--- src/rtl/core/segment_l2_cost_prefix_sums_top_assert.svh ---
// Assertion macros for the segment L2 cost engine.
`ifndef SEGMENT_L2_COST_PREFIX_SUMS_TOP_ASSERT_SVH
`define SEGMENT_L2_COST_PREFIX_SUMS_TOP_ASSERT_SVH
`ifndef ASSERT_OFF
// Antecedent in one cycle implies consequent in the next cycle.
`define SLCPS_ASSERT_NEXT(lbl, ante, cons) \
    lbl: assert property (@(posedge clk) disable iff (!rst_n) (ante) |=> (cons)) \
        else $error("next-cycle check failed");
// Expression holds at every clock edge out of reset.
`define SLCPS_ASSERT_NOW(lbl, expr) \
    lbl: assert property (@(posedge clk) disable iff (!rst_n) (expr)) \
        else $error("same-cycle check failed");
`else
`define SLCPS_ASSERT_NEXT(lbl, ante, cons)
`define SLCPS_ASSERT_NOW(lbl, expr)
`endif
`endif

--- src/rtl/core/slcps_pkg.sv ---
// Shared types and constants of the segment L2 cost engine.
`default_nettype none
package slcps_pkg;

    localparam int FUNC_W        = 2;
    localparam int STATUS_W      = 2;
    localparam int COST_W        = 42;
    localparam int MEAN_W        = 16;
    localparam int COLIDX_W      = 2;
    localparam int PORT_SAMPLE_W = 16;
    localparam int PORT_COLS     = 4;
    localparam int START_W       = 10;
    localparam int END_W         = 11;
    localparam int CFG_W         = 3;

    localparam logic [STATUS_W-1:0] ST_OK      = 2'd0;
    localparam logic [STATUS_W-1:0] ST_BAD_SEG = 2'd1;
    localparam logic [STATUS_W-1:0] ST_FULL    = 2'd2;

    localparam logic [COST_W-1:0] COST_MAX = '1;

    typedef enum logic [FUNC_W-1:0] {
        FUNC_APPEND = 2'd0,
        FUNC_COST   = 2'd1,
        FUNC_MEAN   = 2'd2,
        FUNC_NONE   = 2'd3
    } func_t;

    typedef enum logic [3:0] {
        S_IDLE,
        S_DEC,
        S_APP,
        S_COMMIT,
        S_RD_END,
        S_RD_START,
        S_CAP,
        S_DIFF,
        S_MUL_LO,
        S_MUL_HI,
        S_DIV_GO,
        S_DIV,
        S_EMIT
    } state_t;

    // Commands from the controller to the datapath.
    typedef struct packed {
        logic load;
        logic app_step;
        logic app_commit;
        logic rd_end;
        logic rd_start;
        logic cap_start;
        logic diff;
        logic mul_lo;
        logic mul_hi;
        logic div_go;
        logic emit;
    } cmd_t;

    // Status from the datapath to the controller.
    typedef struct packed {
        func_t func;
        logic  full;
        logic  bad;
        logic  short_seg;
        logic  app_last;
        logic  col_last;
        logic  div_done;
        logic  out_free;
    } sts_t;

endpackage
`default_nettype wire

--- src/rtl/core/slcps_ctrl.sv ---
// Controller state machine sequencing appends and queries.
`default_nettype none
module slcps_ctrl
    import slcps_pkg::*;
(
    input  wire logic clk,
    input  wire logic rst_n,
    input  wire logic in_valid,
    output logic      in_stall,
    input  wire sts_t sts,
    output cmd_t      cmd
);

    state_t state_reg;
    state_t state_next;

    // State register.
    always_ff @(posedge clk or negedge rst_n)
    begin
        if (!rst_n)
            state_reg <= S_IDLE;
        else
            state_reg <= state_next;
    end

    // Next state.
    always_comb
    begin
        state_next = state_reg;
        unique case (state_reg)
            S_IDLE:
                if (in_valid)
                    state_next = S_DEC;
            S_DEC:
                unique case (sts.func)
                    FUNC_APPEND: state_next = sts.full ? S_EMIT : S_APP;
                    FUNC_COST:   state_next = sts.bad ? S_EMIT : S_RD_END;
                    FUNC_MEAN:   state_next = sts.bad ? S_EMIT : S_RD_END;
                    FUNC_NONE:   state_next = S_IDLE;
                endcase
            S_APP:
                if (sts.app_last)
                    state_next = S_COMMIT;
            S_COMMIT:
                state_next = S_EMIT;
            S_RD_END:
                state_next = S_RD_START;
            S_RD_START:
                state_next = S_CAP;
            S_CAP:
                state_next = (sts.func == FUNC_COST && sts.short_seg) ? S_EMIT : S_DIFF;
            S_DIFF:
                state_next = (sts.func == FUNC_COST) ? S_MUL_LO : S_DIV_GO;
            S_MUL_LO:
                state_next = S_MUL_HI;
            S_MUL_HI:
                state_next = sts.col_last ? S_DIV_GO : S_DIFF;
            S_DIV_GO:
                state_next = S_DIV;
            S_DIV:
                if (sts.div_done)
                    state_next = S_EMIT;
            S_EMIT:
                if (sts.out_free)
                begin
                    if (sts.func == FUNC_MEAN && !sts.bad && !sts.col_last)
                        state_next = S_DIFF;
                    else
                        state_next = S_IDLE;
                end
            default:
                state_next = S_IDLE;
        endcase
    end

    // Commands.
    always_comb
    begin
        cmd = '0;
        unique case (state_reg)
            S_IDLE:     cmd.load       = in_valid;
            S_DEC:      cmd            = '0;
            S_APP:      cmd.app_step   = 1'b1;
            S_COMMIT:   cmd.app_commit = 1'b1;
            S_RD_END:   cmd.rd_end     = 1'b1;
            S_RD_START: cmd.rd_start   = 1'b1;
            S_CAP:      cmd.cap_start  = 1'b1;
            S_DIFF:     cmd.diff       = 1'b1;
            S_MUL_LO:   cmd.mul_lo     = 1'b1;
            S_MUL_HI:   cmd.mul_hi     = 1'b1;
            S_DIV_GO:   cmd.div_go     = 1'b1;
            S_DIV:      cmd            = '0;
            S_EMIT:     cmd.emit       = sts.out_free;
            default:    cmd            = '0;
        endcase
    end

    assign in_stall = state_reg != S_IDLE;

endmodule
`default_nettype wire

--- config.mk ---
export PLATFORM = sky130hd
export DESIGN_NAME = slcps_ctrl
export DESIGN_NICKNAME = d
export VERILOG_FILES = /design/src/rtl/core/segment_l2_cost_prefix_sums_top_assert.svh /design/src/rtl/core/slcps_pkg.sv /design/src/rtl/core/slcps_ctrl.sv
export SDC_FILE = /design/constraint.sdc
export NUM_CORES = 1
export LEC_CHECK = 0
export BUFFER_PORTS_ARGS = -buffer_cell sky130_fd_sc_hd__clkbuf_2
export CAP_MARGIN = 25
export CORE_AREA = 2 2 39 41
export CTS_CLUSTER_DIAMETER = 200
export DETAILED_ROUTE_END_ITERATION = 10
export DIE_AREA = 0 0 41 43
export MAX_ROUTING_LAYER = met4
export PLACE_DENSITY = 0.79
export SYNTH_ARGS = -nofsm -noshare
export SYNTH_HDL_FRONTEND = slang
export SYNTH_SLANG_ARGS = --single-unit
--- constraint.sdc ---
create_clock -name clk -period 3.3 [get_ports clk]
set_input_delay 0.66 -clock clk [delete_from_list [all_inputs] [get_ports clk]]
set_output_delay 0.66 -clock clk [all_outputs]
set_load 0.1 [all_outputs]
Yosys cells after proc, flatten, opt, wreduce, memory -nomap -nowiden
Cells that the tools add are included.

operators by class
  mux-type cells = 23
  equal/unequal tests = 19
  reduce and logical (&&, ||, !) cells = 10

operators with widths
  operator              count
  $pmux W4 S13          1
  $mux W4               8
  $eq A4 B4 Y1 const B  5
  $eq A4 B3 Y1 const B  4
  $pmux W4 S3           1
  $mux W1               11
  $eq A4 B2 Y1 const B  2
  $ne A2 B2 Y1 const B  4
  $eq A2 B2 Y1 const B  2
  $eq A4 B1 Y1 const B  1
  $logic_not A4 Y1      1
  $reduce_and A4 Y1     1
  $reduce_bool A4 Y1    1
  $logic_and A1 B1 Y1   3
  $mux W3               1
  $eq A2 B1 Y1 const B  1
  $logic_not A1 Y1      2
  $logic_not A2 Y1      1
  $mux W2               1
  $reduce_or A2 Y1      1

word-level totals
  word-level logic and storage cells = 53
  bits of input ports = 12
  register bits = 4

Depth between registers and ports, before layout
Gate-level depths: netlist (run 1).

  word-level depth = 6
  depth in mapped cells = 6

Worst setup path before layout (run 1)
No wires, ideal clock.

  path kind = flip-flop to output port
  from = register state_reg[3]
  to = output port cmd[0] in the netlist's numbering
  cell stages (with the launch flop) = 4
  arrival = 2866 ps
  data required time = 2640 ps
  setup slack = -226 ps
  cells stage by stage = dfrtp_1 > clkbuf_1 > nand2_1 > nor3_1

RTL lines
  what                      RTL line          RTL
  start: declaration        slcps_ctrl.sv:14  state_t state_reg;
  start signal: assignment  slcps_ctrl.sv:23  state_reg <= state_next;
  end: declaration          slcps_ctrl.sv:11  output cmd_t cmd

==> flow_metrics.py, run 1 <==
metrics = {
    "synthesis": {
        "synthCells": 85,
        "yosys.area_share.xor_xnor_pct": 0,
        "synthSimpleGateAreaFrac_pct": 40.4,
        "muxShareOfSynthArea_pct": 0,
        "ys_warn_count": 0,
        "syn_nets": 100,
        "synth_adder_area_share_pct": 6.41,
        "synth-compound-area-share_pct": 28.2,
        "synth-seq-cells": 4,
        "synth_top_family_by_area": "simple AND/OR/NAND/NOR gates",
        "syn_area_sq_um": 586,
        "ys_seq_area_share_pct": 17.1,
        "syn_avg_cell_area_sq_um": 6.89,
        "synth_cell_types": 36,
    },
    "routing": {
        "top_layer": "met3",
        "wl_met2_microns": 664,
        "drt_iter0_drc": 26,
        "vias": 710,
        "wl_microns": 1440,
        "drc_errors": 0,
        "firstDrtPassIters": 4,
        "via_per_inst": 5.82,
        "ant_nets": 0,
        "drt-met1-wl_microns": 637,
        "dr_wl_met3_microns": 136,
        "wl_per_cell_microns": 11.8,
    },
    "global_route": {
        "grt-ovfl-total": 0,
        "antenna_found_initial": 0,
        "grt_pass1_vias": 566,
        "grt_use_total_pct": 19.0,
        "grt_max_degree": 17,
        "grt_pass1_wl_microns": 2330,
    },
    "floorplan": {
        "core_sq_um": 1380,
        "io_pins": 24,
        "start_util_pct": 42.3,
        "die_w_microns": 41,
        "fp.dieArea_sq_um": 1760,
        "chipHeight_microns": 43,
        "row_count": 14,
    },
    "placement": {
        "place_ws_ns": 0.991,
        "dpl.hpwl_microns": 1150,
        "placed_cell_area_sq_um": 706,
        "port_buffers": 23,
        "routabilityCongestion": 0.887,
    },
    "flow_run": {
        "drv_cap": 0,
    },
    "clock_tree": {
        "htree_levels": 1,
        "hold_buffers": 0,
        "cts_buffer_depth": 2,
        "clkLatencyLatePin_ns": 0.23,
        "cts_tree": "done",
        "cts-root-buf": "clkbuf_4",
        "cts_buffers": 3,
        "ctsResizeCount": 0,
        "cts_post_setup_buffers_inserted": 0,
        "clk_pin_slew_ns": 0.04,
        "clock_sinks": 4,
    },
    "timing": {
        "slew_violations": 0,
        "setup_viol": 0,
        "fmax_mhz": 390,
        "hold_viol_final": 0,
        "timing.slew.headroom_pct": 64.0,
        "fin_setup_tns_ns": 0,
        "finalWorstSetupSlack_ns": 0.733,
        "fin_skew_ns": 0.00195,
        "period_needed_ns": 2.57,
        "finalCritPeriodShare_pct": 77.8,
        "tightest_slew_ns": 0.542,
        "rsz0062_at_grt": "no",
    },
    "cells_and_area": {
        "largest_reg_flops": 4,
        "nNetsFinal": 123,
        "final_cell_mix": "23 x clkbuf_2, 11 x nor2_1, 7 x inv_1, 7 x nand2_1, 7 x a21oi_1",
        "fin_area_sq_um": 728,
        "layout-drive-gt1-share_pct": 29.2,
        "fill_cells": 145,
        "num_antenna_cells": 0,
        "final_common_cell": "clkbuf_2",
        "multi_input_area_sq_um": 444,
        "syn_to_final_growth_pct": 24.4,
        "register_area_sq_um": 100,
    },
    "worst_setup_path": {
        "reg2reg_depth": 4,
        "cp-start-kind": "flip-flop",
        "cp_data_required_time_ns": 2.64,
        "crit_type": "reg -> out",
        "r2r_start": "state_reg[0]",
        "crit_arrival_ns": 1.91,
        "rrSetupSlack_ns": 1.38,
        "endpoint_kind": "output pin",
        "cp_max_fo": 15,
        "r2r-end": "state_reg[3]",
    },
    "status": {
        "status": "completed",
    },
    "hold_path": {
        "hp-class": "in -> async",
    },
}
-- routing by layer --
layer | vias to the layer above | global-route usage (%)
met3 | 0 | 4.71
met5 | - | -
met4 | 0 | 5.33
met2 | 41 | 26.9
met1 | 320 | 26.5
li1 | 349 | -
-- logic make-up (layout without fill, tap and decap cells) --
kind of cell | after synthesis | in the layout
simple gates | 42 | 42
compound gates | 24 | 24
fa+ha+maj | 3 | 3
buf+inv | 12 | 33
flops | 4 | 4
-- cells in the mapped netlist (all sizes together) --
master  count  area (sq um)
and2        2          12.5
o32ai       1          8.76
nand2b      4          27.5
nand4       1          6.26
nand3       1          5.00
a22oi       1          7.51
inv         7          26.3
or3         2          12.5
a211o       3          26.3
nor3        1          5.00
o21ai       3          15.0
nor2       11          41.3
a211oi      1          7.51
a31oi       1          6.26
a21oi       7          35.0
or4         1          11.3
or2b        1          7.51
ha          3          37.5
nand3b      3          22.5
buf         1          5.00
nand2       7          26.3
o21a        1          7.51
o211ai      2          15.0
clkbuf      4          15.0
dfrtp       4           100
or2         3          18.8
a21boi      1          7.51
nor2b       1          6.26
o22a        1          8.76
nor4b       3          26.3
o32a        2          20.0
nor3b       1          7.51
-- cell type report --
| cell class | count | share of cell area [%] |
|---|---|---|
| well taps | 16 | 2.75 |
| repair buffers | 23 | 15.8 |
| flip-flops and latches | 4 | 13.7 |
| multi-input cells | 69 | 61.0 |
| clock buffers | 3 | 3.09 |
| inverters | 7 | 3.61 |
-- per-stage QoR --
stage,hold WS [ns],util [%],std cells
4_1_cts,0.220,52.6,122
3_5_place_dp,0.468,51.0,119
3_3_place_gp,0.465,51.0,119
2_1_floorplan,0.364,-,85
6_report,0.224,52.6,122
5_1_grt,0.219,52.6,122
-- worst max-delay path, cell delays in order, from the launching register on --
cell and delay, ns:
dfrtp_1 0.52, or4_4 0.60, nor2_1 0.10, clkbuf_2 0.46
-- worst max-delay path by stage --
stage                       from      end  cells after the start
floorplan           state_reg[0]  cmd[10]                      2
global placement    state_reg[0]  cmd[10]                      3
detailed placement  state_reg[0]  cmd[10]                      3
CTS                 state_reg[0]  cmd[10]                      3
global route        state_reg[0]  cmd[10]                      3
finish              state_reg[0]  cmd[10]                      3
Power of run 1 is left out: the tool's default activity adds up to more than one toggle a clock period on the data nets, which glitch-free logic cannot reach.
==> run 2: changes to the inputs <==
clock period = 2.6 ns   (was 3.3 ns; I/O delays follow)
==> run 2 against run 1 <==
Effect of this change: non-clock buffer count did not move; via count shrank 2.4%; global-route usage grew 0.52 points; final cell count did not move; first-iteration DRC count unchanged; die area unchanged; core utilization up 0.18 points; sequential cell count did not move; critical endpoint unchanged.
==> flow_metrics.py, run 2 (synthesis gave the netlist of run 1 again) <==
metrics = {
    "status": {
        "status": "completed",
    },
    "global_route": {
        "grt_max_degree": 17,
        "grt_use_total_pct": 19.5,
        "grt_pass1_vias": 600,
        "grt_pass1_wl_microns": 2380,
        "antenna_found_initial": 0,
        "grt-ovfl-total": 0,
    },
    "placement": {
        "port_buffers": 23,
        "placed_cells": 119,
        "routabilityCongestion": 0.904,
        "dpl.hpwl_microns": 1140,
        "placed_cell_area_sq_um": 708,
    },
    "timing": {
        "fmax_mhz": 415,
        "tightest_slew_ns": 0.540,
        "hold_viol_final": 0,
        "rsz0062_at_grt": "no",
        "fin_setup_tns_ns": 0,
        "setup_viol": 0,
        "slew_violations": 0,
        "period_needed_ns": 2.41,
        "fin_skew_ns": 0.00532,
        "finalCritPeriodShare_pct": 92.6,
        "timing.slew.headroom_pct": 64.1,
    },
    "worst_setup_path": {
        "slowest_delay_ns": 0.60,
        "cp_data_required_time_ns": 2.08,
        "cp_cell_sequence": "or4_4 -> nor2_2 -> clkbuf_2",
        "endpoint_kind": "output pin",
        "cp-start-kind": "flip-flop",
        "timing.critical_path.buf_inv": 1,
        "crit_arrival_ns": 1.89,
        "worst_path_max_delay_cell": "or4_4",
        "critPathTopFamily": "simple AND/OR/NAND/NOR gates",
        "r2r-end": "state_reg[3]",
        "r2r_start": "state_reg[0]",
        "crit_type": "reg -> out",
        "reg2reg_depth": 4,
        "cp_max_fo": 15,
        "rrSetupSlack_ns": 0.71,
    },
    "flow_run": {
        "drv_cap": 0,
    },
    "routing": {
        "firstDrtPassIters": 4,
        "vias": 693,
        "drt_iter0_drc": 26,
        "via_per_inst": 5.68,
        "drc_errors": 0,
        "ant_nets": 0,
        "wl_microns": 1370,
        "wl_per_cell_microns": 11.3,
    },
    "floorplan": {
        "core_sq_um": 1380,
        "chipHeight_microns": 43,
        "fp.dieArea_sq_um": 1760,
        "start_util_pct": 42.3,
        "die_w_microns": 41,
        "row_count": 14,
        "io_pins": 24,
    },
    "clock_tree": {
        "ctsResizeCount": 0,
        "cts_buffers": 3,
        "clkLatencyLatePin_ns": 0.23,
        "cts_buffer_depth": 2,
        "cts_post_setup_buffers_inserted": 0,
        "htree_levels": 1,
        "clock_sinks": 4,
        "cts_tree": "done",
        "clk_pin_slew_ns": 0.04,
        "hold_buffers": 0,
        "cts-root-buf": "clkbuf_4",
    },
    "cells_and_area": {
        "num_antenna_cells": 0,
        "register_area_sq_um": 100,
        "final_common_cell": "clkbuf_2",
        "final_core_util_pct": 52.8,
        "largest_reg_flops": 4,
        "syn_to_final_growth_pct": 24.8,
        "fill_cells": 138,
        "layout-drive-gt1-share_pct": 30.2,
        "nNetsFinal": 123,
        "layout.cells.non_filler": 122,
        "multi_input_area_sq_um": 447,
        "fin_area_sq_um": 731,
        "final_cell_mix": "23 x clkbuf_2, 10 x nor2_1, 7 x inv_1, 7 x nand2_1, 7 x a21oi_1",
    },
    "hold_path": {
        "hp-class": "in -> async",
    },
}
-- run 2: cell counts in the layout (fill, tap and decap cells not counted) --
No cell type changed its count.
-- run 2: worst max path at each step --
stage	startpoint	end	slack (ns)	cells after the start
CTS	state_reg[0]	cmd[10]	0.18	3
floorplan	state_reg[1]	cmd[2]	-0.01	3
finish	state_reg[0]	cmd[10]	0.19	3
detailed placement	state_reg[0]	cmd[10]	0.43	3
global placement	state_reg[0]	cmd[10]	0.46	3
global route	state_reg[0]	cmd[10]	0.07	3
-- run 2: through the flow --
stage | hold WS, ns | setup slack, ns
final | 0.0800 | 0.192
after global routing | 0.0774 | 0.0720
after CTS | 0.0775 | 0.185
after detailed placement | 0.329 | 0.431
after global placement | 0.324 | 0.460
after floorplan | 0.224 | -0.0144
-- run 2: worst reg2reg max path, stage by stage, from the launching register on --
cell and delay, ns:
dfrtp_1 0.51, or4_4 0.60, o22a_1 0.24, and2_0 0.16
a211o_1 0.26
-- run 2: metal layers --
layer  vias to the layer above  part of all wire [%]  GRT usage (%)
li1                        348                     -              -
met1                       312                    45           27.5
met2                        31                    47           26.9
met3                         2                   7.4           5.24
met4                         0                  0.87           6.00
met5                         -                     0              -
-- run 2: layout make-up --
cell class	instances	share of cell area, %
repair buffers	23	15.8
inverters	7	3.60
well taps	16	2.74
flip-flops and latches	4	13.7
clock buffers	3	3.08
multi-input cells	69	61.1
Power of run 2 is left out for the same reason.
